## config.mk

```make
export PLATFORM = sky130hd
export DESIGN_NAME = stream_find_replace_top
export DESIGN_NICKNAME = d
export VERILOG_FILES = /design/src/hw/rtl/sfr_pkg.sv /design/src/hw/rtl/stream_find_replace_top.sv /design/src/hw/rtl/sfr_front.sv /design/src/hw/rtl/sfr_queue.sv /design/src/hw/rtl/sfr_back.sv
export SDC_FILE = /design/constraint.sdc
export NUM_CORES = 1
export LEC_CHECK = 0
export ABC_AREA = 1
export BUFFER_PORTS_ARGS = -buffer_cell sky130_fd_sc_hd__buf_2
export CORE_ASPECT_RATIO = 1.1
export CORE_MARGIN = 5
export CORE_UTILIZATION = 30
export DETAILED_ROUTE_END_ITERATION = 7
export PLACE_DENSITY = 0.49
export SYNTH_ARGS = -nofsm -noshare
export SYNTH_HDL_FRONTEND = slang
export SYNTH_SLANG_ARGS = --single-unit
```

## constraint.sdc

```tcl
create_clock -name clk -period 9 [get_ports clk]
set_clock_uncertainty 0.2 [all_clocks]
set_input_delay 0.45 -clock clk [delete_from_list [all_inputs] [get_ports clk]]
set_output_delay 0.45 -clock clk [all_outputs]
set_load 0.02 [all_outputs]
```

## src/hw/rtl/sfr_pkg.sv

```systemverilog
// ----------------------------------------------------------------------------
// sfr_pkg
// Shared types and constants of the stream find-and-replace block.
// ----------------------------------------------------------------------------
package sfr_pkg;

    // usable pattern and replacement lengths
    localparam int MAX_PATTERN_BYTES     = 8;
    localparam int MAX_REPLACEMENT_BYTES = 8;
    localparam int PAT_LIMIT = (MAX_PATTERN_BYTES < 8) ? MAX_PATTERN_BYTES : 8;
    localparam int REP_LIMIT = (MAX_REPLACEMENT_BYTES < 8) ? MAX_REPLACEMENT_BYTES : 8;

    // window and beat-group geometry
    localparam int WIN_DEPTH   = 8;
    localparam int WIN_IDX_W   = $clog2(WIN_DEPTH);
    localparam int FILL_W      = $clog2(WIN_DEPTH + 1);
    localparam int CFG_DATA_W  = 64;
    localparam int CFG_INDEX_W = 3;
    localparam int LEN_W       = 4;

    // decoupling queue
    localparam int QUEUE_DEPTH = 2;
    localparam int QPTR_W      = (QUEUE_DEPTH > 1) ? $clog2(QUEUE_DEPTH) : 1;
    localparam int QCNT_W      = $clog2(QUEUE_DEPTH + 1);

    // configuration register indexes
    typedef enum logic [CFG_INDEX_W-1:0] {
        REG_PATTERN_BYTES      = 3'd0,
        REG_PATTERN_LENGTH     = 3'd1,
        REG_REPLACEMENT_BYTES  = 3'd2,
        REG_REPLACEMENT_LENGTH = 3'd3,
        REG_REPLACE_ALL_MODE   = 3'd4
    } cfg_reg_t;

    // group of output beats produced by one input byte
    typedef struct packed {
        logic [WIN_DEPTH-1:0][7:0] bytes;
        logic [FILL_W-1:0]         count;
        logic                      last;
    } entry_t;

    // queue status seen by front and back
    typedef struct packed {
        logic full;
        logic empty;
    } q_status_t;

endpackage

```

## src/hw/rtl/stream_find_replace_top.sv

```systemverilog
// ----------------------------------------------------------------------------
// stream_find_replace_top
// Streaming find-and-replace over a byte stream with a last-byte flag.
// ----------------------------------------------------------------------------
// One text byte enters per cycle; each byte yields zero or more output beats
// (the oldest unmatched byte, the replacement on a match, or the window flush
// on the final byte, which also carries the end flag). The front accepts and
// matches a byte every cycle as long as its two-entry queue has room; the
// back serializer sends one beat per cycle unless out_stall is high, and the
// input stalls once the queue fills behind a byte of many beats. Sustained
// rate is one byte per cycle while bytes map one to one and nothing stalls;
// a byte is registered in the queue and then at the output. Configuration is
// taken on any cycle (ready is always high) and applies to the next byte.
// ----------------------------------------------------------------------------
module stream_find_replace_top (
    input  logic                            clk,
    input  logic                            rst_n,
    input  logic                            in_valid,
    output logic                            in_stall,
    input  logic [7:0]                      text_byte,
    input  logic                            end_of_text,
    output logic                            out_valid,
    input  logic                            out_stall,
    output logic [7:0]                      out_byte,
    output logic                            byte_present,
    output logic                            end_of_output,
    input  logic                            cfg_valid,
    output logic                            cfg_ready,
    input  logic [sfr_pkg::CFG_INDEX_W-1:0] cfg_index,
    input  logic [sfr_pkg::CFG_DATA_W-1:0]  cfg_data
);

    logic                push;
    logic                pop;
    sfr_pkg::entry_t     push_entry;
    sfr_pkg::entry_t     head;
    sfr_pkg::q_status_t  q_status;

    // window, matching and configuration
    sfr_front u_front (
        .clk        (clk),
        .rst_n      (rst_n),
        .in_valid   (in_valid),
        .in_stall   (in_stall),
        .text_byte  (text_byte),
        .end_of_text(end_of_text),
        .cfg_valid  (cfg_valid),
        .cfg_ready  (cfg_ready),
        .cfg_index  (cfg_index),
        .cfg_data   (cfg_data),
        .q_status   (q_status),
        .push       (push),
        .push_entry (push_entry)
    );

    // beat groups waiting for the serializer
    sfr_queue u_queue (
        .clk        (clk),
        .rst_n      (rst_n),
        .push       (push),
        .push_entry (push_entry),
        .pop        (pop),
        .head       (head),
        .status     (q_status)
    );

    // output serializer
    sfr_back u_back (
        .clk          (clk),
        .rst_n        (rst_n),
        .head         (head),
        .q_status     (q_status),
        .pop          (pop),
        .out_valid    (out_valid),
        .out_stall    (out_stall),
        .out_byte     (out_byte),
        .byte_present (byte_present),
        .end_of_output(end_of_output)
    );

endmodule

```

## src/hw/rtl/sfr_front.sv

```systemverilog
// ----------------------------------------------------------------------------
// sfr_front
// Holds the configuration and the window of unmatched bytes, matches each
// incoming byte and pushes the resulting group of output bytes to the queue.
// ----------------------------------------------------------------------------
module sfr_front (
    input  logic                                clk,
    input  logic                                rst_n,
    input  logic                                in_valid,
    output logic                                in_stall,
    input  logic [7:0]                          text_byte,
    input  logic                                end_of_text,
    input  logic                                cfg_valid,
    output logic                                cfg_ready,
    input  logic [sfr_pkg::CFG_INDEX_W-1:0]     cfg_index,
    input  logic [sfr_pkg::CFG_DATA_W-1:0]      cfg_data,
    input  sfr_pkg::q_status_t                  q_status,
    output logic                                push,
    output sfr_pkg::entry_t                     push_entry
);

    logic [sfr_pkg::CFG_DATA_W-1:0] pattern_reg;
    logic [sfr_pkg::LEN_W-1:0]      pat_len_reg;
    logic [sfr_pkg::CFG_DATA_W-1:0] replacement_reg;
    logic [sfr_pkg::LEN_W-1:0]      rep_len_reg;
    logic                           replace_all_reg;

    logic [7:0]                  win_reg [sfr_pkg::WIN_DEPTH];
    logic [7:0]                  win_next [sfr_pkg::WIN_DEPTH];
    logic [7:0]                  win_app [sfr_pkg::WIN_DEPTH];
    logic [sfr_pkg::FILL_W-1:0]  fill_reg;
    logic [sfr_pkg::FILL_W-1:0]  fill_next;
    logic [sfr_pkg::FILL_W-1:0]  fill_app;
    logic                        replaced_reg;
    logic                        replaced_next;

    logic                        accept;
    logic                        room;
    logic [sfr_pkg::FILL_W-1:0]  plen;
    logic [sfr_pkg::FILL_W-1:0]  rlen;
    logic                        bytes_equal;
    logic                        at_len;
    logic                        over_len;
    logic                        hit;
    logic                        emit_old;
    logic [sfr_pkg::WIN_DEPTH-1:0][7:0] win_packed;

    assign cfg_ready = 1'b1;
    assign in_stall  = q_status.full;
    assign accept    = in_valid && !q_status.full;

    // configuration registers
    always_ff @(posedge clk or negedge rst_n)
    begin
        if (!rst_n)
        begin
            pattern_reg     <= '0;
            pat_len_reg     <= sfr_pkg::LEN_W'(1);
            replacement_reg <= '0;
            rep_len_reg     <= '0;
            replace_all_reg <= 1'b1;
        end
        else if (cfg_valid && cfg_ready)
        begin
            case (sfr_pkg::cfg_reg_t'(cfg_index))
                sfr_pkg::REG_PATTERN_BYTES:      pattern_reg     <= cfg_data;
                sfr_pkg::REG_PATTERN_LENGTH:     pat_len_reg     <= cfg_data[sfr_pkg::LEN_W-1:0];
                sfr_pkg::REG_REPLACEMENT_BYTES:  replacement_reg <= cfg_data;
                sfr_pkg::REG_REPLACEMENT_LENGTH: rep_len_reg     <= cfg_data[sfr_pkg::LEN_W-1:0];
                sfr_pkg::REG_REPLACE_ALL_MODE:   replace_all_reg <= cfg_data[0];
                default:                         ;
            endcase
        end
    end

    // clamp the lengths to what the block supports
    always_comb
    begin
        if (pat_len_reg == '0)
            plen = sfr_pkg::FILL_W'(1);
        else if (pat_len_reg > sfr_pkg::LEN_W'(sfr_pkg::PAT_LIMIT))
            plen = sfr_pkg::FILL_W'(sfr_pkg::PAT_LIMIT);
        else
            plen = sfr_pkg::FILL_W'(pat_len_reg);

        if (rep_len_reg > sfr_pkg::LEN_W'(sfr_pkg::REP_LIMIT))
            rlen = sfr_pkg::FILL_W'(sfr_pkg::REP_LIMIT);
        else
            rlen = sfr_pkg::FILL_W'(rep_len_reg);
    end

    // window with the new byte appended
    assign room     = fill_reg < sfr_pkg::FILL_W'(sfr_pkg::WIN_DEPTH);
    assign fill_app = room ? fill_reg + sfr_pkg::FILL_W'(1) : fill_reg;

    always_comb
    begin
        for (int i = 0; i < sfr_pkg::WIN_DEPTH; i++)
        begin
            win_app[i]    = (room && fill_reg == sfr_pkg::FILL_W'(i)) ? text_byte : win_reg[i];
            win_packed[i] = win_app[i];
        end
    end

    // pattern compare over the used length
    always_comb
    begin
        bytes_equal = 1'b1;
        for (int i = 0; i < sfr_pkg::WIN_DEPTH; i++)
        begin
            if (sfr_pkg::FILL_W'(i) < plen && win_app[i] != pattern_reg[8*i +: 8])
                bytes_equal = 1'b0;
        end
    end

    assign at_len   = fill_app == plen;
    assign over_len = fill_app > plen;
    assign hit      = at_len && (replace_all_reg || !replaced_reg) && bytes_equal;
    assign emit_old = over_len || (at_len && !hit);

    // beat group for this byte: replacement, flush of window, or oldest byte
    always_comb
    begin
        push_entry.last = end_of_text;
        if (hit)
        begin
            push_entry.bytes = replacement_reg;
            push_entry.count = rlen;
        end
        else if (end_of_text)
        begin
            push_entry.bytes = win_packed;
            push_entry.count = fill_app;
        end
        else if (emit_old)
        begin
            push_entry.bytes = win_packed;
            push_entry.count = sfr_pkg::FILL_W'(1);
        end
        else
        begin
            push_entry.bytes = win_packed;
            push_entry.count = '0;
        end
    end

    assign push = accept && (push_entry.count != '0 || end_of_text);

    // next window state
    always_comb
    begin
        for (int i = 0; i < sfr_pkg::WIN_DEPTH; i++)
        begin
            if (emit_old && i < sfr_pkg::WIN_DEPTH - 1)
                win_next[i] = win_app[i + 1];
            else
                win_next[i] = win_app[i];
        end

        if (end_of_text)
        begin
            fill_next     = '0;
            replaced_next = 1'b0;
        end
        else if (hit)
        begin
            fill_next     = '0;
            replaced_next = 1'b1;
        end
        else if (emit_old)
        begin
            fill_next     = fill_app - sfr_pkg::FILL_W'(1);
            replaced_next = replaced_reg;
        end
        else
        begin
            fill_next     = fill_app;
            replaced_next = replaced_reg;
        end
    end

    // window control
    always_ff @(posedge clk or negedge rst_n)
    begin
        if (!rst_n)
        begin
            fill_reg     <= '0;
            replaced_reg <= 1'b0;
        end
        else if (accept)
        begin
            fill_reg     <= fill_next;
            replaced_reg <= replaced_next;
        end
    end

    // window bytes
    always_ff @(posedge clk)
    begin
        if (accept)
        begin
            for (int i = 0; i < sfr_pkg::WIN_DEPTH; i++)
                win_reg[i] <= win_next[i];
        end
    end

endmodule

```

## src/hw/rtl/sfr_queue.sv

```systemverilog
// ----------------------------------------------------------------------------
// sfr_queue
// Short queue of beat groups between the matching front and the serializer.
// ----------------------------------------------------------------------------
module sfr_queue (
    input  logic                clk,
    input  logic                rst_n,
    input  logic                push,
    input  sfr_pkg::entry_t     push_entry,
    input  logic                pop,
    output sfr_pkg::entry_t     head,
    output sfr_pkg::q_status_t  status
);

    sfr_pkg::entry_t             mem_reg [sfr_pkg::QUEUE_DEPTH];
    logic [sfr_pkg::QPTR_W-1:0]  wr_ptr_reg;
    logic [sfr_pkg::QPTR_W-1:0]  wr_ptr_next;
    logic [sfr_pkg::QPTR_W-1:0]  rd_ptr_reg;
    logic [sfr_pkg::QPTR_W-1:0]  rd_ptr_next;
    logic [sfr_pkg::QCNT_W-1:0]  count_reg;
    logic [sfr_pkg::QCNT_W-1:0]  count_next;

    assign status.full  = count_reg == sfr_pkg::QCNT_W'(sfr_pkg::QUEUE_DEPTH);
    assign status.empty = count_reg == '0;
    assign head         = mem_reg[rd_ptr_reg];

    // pointer wrap and occupancy
    always_comb
    begin
        if (wr_ptr_reg == sfr_pkg::QPTR_W'(sfr_pkg::QUEUE_DEPTH - 1))
            wr_ptr_next = '0;
        else
            wr_ptr_next = wr_ptr_reg + sfr_pkg::QPTR_W'(1);

        if (rd_ptr_reg == sfr_pkg::QPTR_W'(sfr_pkg::QUEUE_DEPTH - 1))
            rd_ptr_next = '0;
        else
            rd_ptr_next = rd_ptr_reg + sfr_pkg::QPTR_W'(1);

        count_next = count_reg;
        if (push && !pop)
            count_next = count_reg + sfr_pkg::QCNT_W'(1);
        else if (pop && !push)
            count_next = count_reg - sfr_pkg::QCNT_W'(1);
    end

    always_ff @(posedge clk or negedge rst_n)
    begin
        if (!rst_n)
        begin
            wr_ptr_reg <= '0;
            rd_ptr_reg <= '0;
            count_reg  <= '0;
        end
        else
        begin
            if (push)
                wr_ptr_reg <= wr_ptr_next;
            if (pop)
                rd_ptr_reg <= rd_ptr_next;
            count_reg <= count_next;
        end
    end

    // entry storage
    always_ff @(posedge clk)
    begin
        if (push)
            mem_reg[wr_ptr_reg] <= push_entry;
    end

endmodule

```

## src/hw/rtl/sfr_back.sv

```systemverilog
// ----------------------------------------------------------------------------
// sfr_back
// Serializes the queue head into output beats, one byte per cycle while the
// output is not stalled, through an output register.
// ----------------------------------------------------------------------------
module sfr_back (
    input  logic                clk,
    input  logic                rst_n,
    input  sfr_pkg::entry_t     head,
    input  sfr_pkg::q_status_t  q_status,
    output logic                pop,
    output logic                out_valid,
    input  logic                out_stall,
    output logic [7:0]          out_byte,
    output logic                byte_present,
    output logic                end_of_output
);

    logic [sfr_pkg::WIN_IDX_W-1:0] idx_reg;
    logic [sfr_pkg::WIN_IDX_W-1:0] idx_next;
    logic                          out_valid_reg;
    logic [7:0]                    out_byte_reg;
    logic                          present_reg;
    logic                          eoo_reg;
    logic                          load;
    logic                          head_done;

    // last beat of the head group (an empty end marker is one beat)
    assign head_done = (head.count == '0) ||
                       ({1'b0, idx_reg} + sfr_pkg::FILL_W'(1) == head.count);
    assign load      = !q_status.empty && (!out_valid_reg || !out_stall);
    assign pop       = load && head_done;
    assign idx_next  = head_done ? '0 : idx_reg + sfr_pkg::WIN_IDX_W'(1);

    // output valid and byte index
    always_ff @(posedge clk or negedge rst_n)
    begin
        if (!rst_n)
        begin
            out_valid_reg <= 1'b0;
            idx_reg       <= '0;
        end
        else if (load)
        begin
            out_valid_reg <= 1'b1;
            idx_reg       <= idx_next;
        end
        else if (!out_stall)
        begin
            out_valid_reg <= 1'b0;
        end
    end

    // output beat payload
    always_ff @(posedge clk)
    begin
        if (load)
        begin
            out_byte_reg <= (head.count == '0) ? 8'd0 : head.bytes[idx_reg];
            present_reg  <= head.count != '0;
            eoo_reg      <= head.last && head_done;
        end
    end

    assign out_valid     = out_valid_reg;
    assign out_byte      = out_byte_reg;
    assign byte_present  = present_reg;
    assign end_of_output = eoo_reg;

endmodule

```

==> results.py <==
metrics = {
    "placement": {
        "routabilityCongestion": 0.860,
        "dp_hpwl_um": 39200,
        "io_buffer_count": 92,
    },
    "clocking": {
        "cts.path.max_buffers": 3,
        "root_buffer": "clkbuf_16",
        "cts_sinks": 362,
        "cts_tree": "done",
        "postCtsSetupBuffers": 0,
        "htreeDepth": 2,
        "clock_latency_ps": 560,
        "cts_inserted_buffers": 41,
        "clk_pin_slew_ps": 60,
    },
    "floorplanning": {
        "die_h_um": 265,
        "start_util_pct": 30.3,
        "design.die.area_sq_mm": 0.0643,
        "core_area_sq_mm": 0.0586,
        "ios": 94,
        "die-width_um": 242,
        "num_rows": 93,
    },
    "detailed_routing": {
        "viasPerCell": 4.89,
        "first_pass_iters": 5,
        "post-route-drc-count": 0,
        "avgRoutedWirePerCell_um": 19.0,
        "vias": 14490,
        "drt_iter0_drc": 1263,
        "drtAntennaViolNets": 0,
        "wirelength_um": 56400,
    },
    "global_routing": {
        "grt_use_total_pct": 17.1,
        "first_global_vias": 13957,
        "grt-ovfl-total": 0,
        "grt_max_degree": 79,
        "antenna_found_initial": 2,
        "grt_pass1_wl_um": 84900,
    },
    "logic_synthesis": {
        "syn_avg_cell_area_sq_um": 8.60,
        "netlist_area_sq_mm": 0.0178,
        "synthArstFlopShare_pct": 41.4,
        "yosysSeqAreaShare_pct": 56.9,
        "synth_cell_type_count": 43,
        "synthCells": 2068,
        "synth_seq_cells": 362,
        "syn_nets": 2160,
        "synth_edf_count": 212,
        "synth_ff_type": "edfxtp_1",
        "yosys_warnings": 0,
    },
    "worst_setup_path": {
        "cp.arrival_ps": 6000,
        "reg2reg_depth": 22,
        "cp-endpoint": "u_queue.mem_reg[1][10]",
        "worstSetupStartpointType": "flip-flop",
        "r2r_slack_ps": 3000,
        "path_common_cell": "nand2_1",
        "cp_max_fo": 39,
        "crit_required_ps": 9000,
        "end_kind": "flip-flop",
        "r2r-start": "u_front.fill_reg[0]",
        "worst-setup-path-type": "flip-flop to flip-flop",
        "path_cells": "ha_1 > nand3_4 > nand2_1 > inv_1 > ha_1 > nand4_1 > a21oi_1 > nand2_1 > nor2_1 > nand3_1 > nor2_1 > nand2_1 > nor2_2 > nand3_4 > inv_2 > nand3_1 > nand2_1 > inv_1 > nand2_1 > nand2_1 > nor2_4 > buf_4",
        "cp-startpoint": "u_front.fill_reg[0]",
        "timing.rr.end": "u_queue.mem_reg[1][10]",
        "critPathSlowestCell": "nor2_4",
        "critPathMaxStageDelay_ps": 880,
    },
    "sta": {
        "hold_viol_final": 0,
        "max_slew_margin_pct": 22.0,
        "rsz0062_at_grt": "no",
        "maxSlewViolCount": 0,
        "finalWorstPathRequiredPeriod_ps": 6000,
        "setup_tns_ps": 0,
        "final-setup-viol-count": 0,
        "hold_ws_ps": 35.5,
        "finalCritPeriodShare_pct": 66.7,
        "worst_pin_slew_ps": 1170,
        "max_freq_ghz": 0.167,
    },
    "status": {
        "status": "complete, no violations",
    },
    "layout": {
        "areaGrowthSynthToFinish_pct": 16.3,
        "largest_reg_flops": 138,
        "fin_nets": 2268,
        "drive_gt1_share_pct": 8.88,
        "antenna_cells": 0,
    },
    "pwr": {
        "ir_drop_uv": 216,
        "p_total_mw": 7.52,
        "power_density_mw_per_mm2": 363,
        "leakage_nw": 9.24,
    },
    "min_path": {
        "hold_path.class": "input port to flip-flop",
        "hold_start": "cfg_index[2]",
    },
    "job": {
        "max_cap_viol_count": 0,
    },
}
==> metal layers <==
metal	track usage, %	vias up	routed length (um)
met2	28.1	443	26100
met4	5.63	4	1820
met3	3.43	100	3600
met1	22.8	6924	24800
met5	0	-	34
li1	-	7019	-
==> stage by stage <==
stage / std cells / area [sq um] / setup WS (ps) / utilization (%)
after floorplan: 2068 / 17800 / 2610 / -
after global placement: 2829 / 18800 / 3100 / 32.1
after detailed placement: 2829 / 18800 / 3000 / 32.1
after CTS: 2966 / 20700 / 2960 / 35.3
after global routing: 2966 / 20700 / 2470 / 35.3
final: 2966 / 20700 / 3000 / 35.3
==> Yosys cell counts (2+ instances only) <==
cell | count | share of area, %
nand3b_1 | 23 | 0.97
dfrtp_1 | 148 | 21
edfxtp_1 | 212 | 36
nand2_1 | 680 | 14
buf_6 | 6 | 0.38
buf_2 | 24 | 0.68
ha_1 | 11 | 0.77
or2_2 | 4 | 0.14
o21ai_1 | 8 | 0.23
o211ai_1 | 4 | 0.17
nand4_1 | 13 | 0.46
nor2_2 | 2 | 0.070
dfstp_2 | 2 | 0.30
nand3_4 | 2 | 0.20
o31ai_1 | 3 | 0.13
nand3_1 | 118 | 3.3
o21ai_0 | 302 | 8.5
buf_4 | 11 | 0.46
xor2_1 | 6 | 0.30
a31oi_1 | 5 | 0.18
inv_2 | 6 | 0.13
a21oi_1 | 14 | 0.39
nand3_2 | 2 | 0.11
nand2_2 | 5 | 0.18
clkinv_1 | 3 | 0.063
o21ai_2 | 2 | 0.099
o221ai_1 | 22 | 1.1
nor2_1 | 115 | 2.4
inv_1 | 220 | 4.6
xnor2_1 | 4 | 0.20
clkbuf_1 | 65 | 1.4
o22ai_1 | 15 | 0.53
==> cell families after synthesis <==
kind of cell / Yosys count / synth area share, %
compound gates: 379 / 11.5
fa+ha+maj: 11 / 0.774
buf+inv: 336 / 7.76
simple gates: 969 / 22.5
xor+xnor: 10 / 0.492
other cells: 1 / 0.0211
flops: 362 / 56.9
==> cells in the final DEF (no fill, tap or decap), types with 5 or more instances in the layout <==
master / synthesis / layout
nand2_1: 680 / 679
o21ai_0: 302 / 302
inv_1: 220 / 218
edfxtp_1: 212 / 212
dfrtp_1: 148 / 147
nand3_1: 118 / 118
nor2_1: 115 / 114
buf_2: 24 / 91
dlygate4sd3_1: 0 / 64
clkbuf_16: 0 / 41
nand3b_1: 23 / 23
o221ai_1: 22 / 22
clkbuf_1: 65 / 19
o22ai_1: 15 / 15
buf_4: 11 / 15
a21oi_1: 14 / 14
nand4_1: 13 / 13
ha_1: 11 / 11
inv_2: 6 / 9
o21ai_1: 8 / 8
xor2_1: 6 / 6
a31oi_1: 5 / 5
nand2_2: 5 / 5
clkinv_2: 0 / 5
==> repair_timing <==
item | in CTS | in global routing
resized for setup | 0 | 0
hold buffers | 64 | 0
endpoints found under the hold margin | 150 | 0
setup endpoints to repair | 0 | 0
==> cell type report <==
class | count | area [sq um]
Timing Repair Buffer | 171 | 1220
Clock inverter | 9 | 75.1
Multi-Input combinational cell | 1370 | 6300
Inverter | 230 | 866
Tap cell | 760 | 951
Fill cell | 6133 | 38000
Clock buffer | 64 | 1150
Sequential cell | 362 | 10100
==> power by group <==
group          total, mW  leakage [nW]  internal (mW)  switching, mW
clock network       1.57         0.596          0.907          0.668
logic               3.07          4.77          0.854           2.22
registers           2.87          3.87           2.62          0.252
==> critical path, delay by kind of cell, from the launching register on <==
family | cells | cell delay (ps)
AOI/OAI and AO/OA | 1 | 140
adders and majority gates | 2 | 970
buffers and inverters | 4 | 850
DFF | 1 | 420
and+or+nand+nor | 15 | 2980
==> how the worst min path moves through the flow <==
| stage | endpoint | cells after the start |
|---|---|---|
| detailed placement | u_front.replacement_reg[28] | 1 |
| CTS | u_front.replace_all_reg | 4 |
| floorplan | u_back.idx_reg[0] | 0 |
| global placement | u_front.replacement_reg[28] | 1 |
| finish | u_front.replace_all_reg | 4 |
| global route | u_front.pattern_reg[1] | 3 |
No activity file was read; power rests on OpenSTA's default activity.
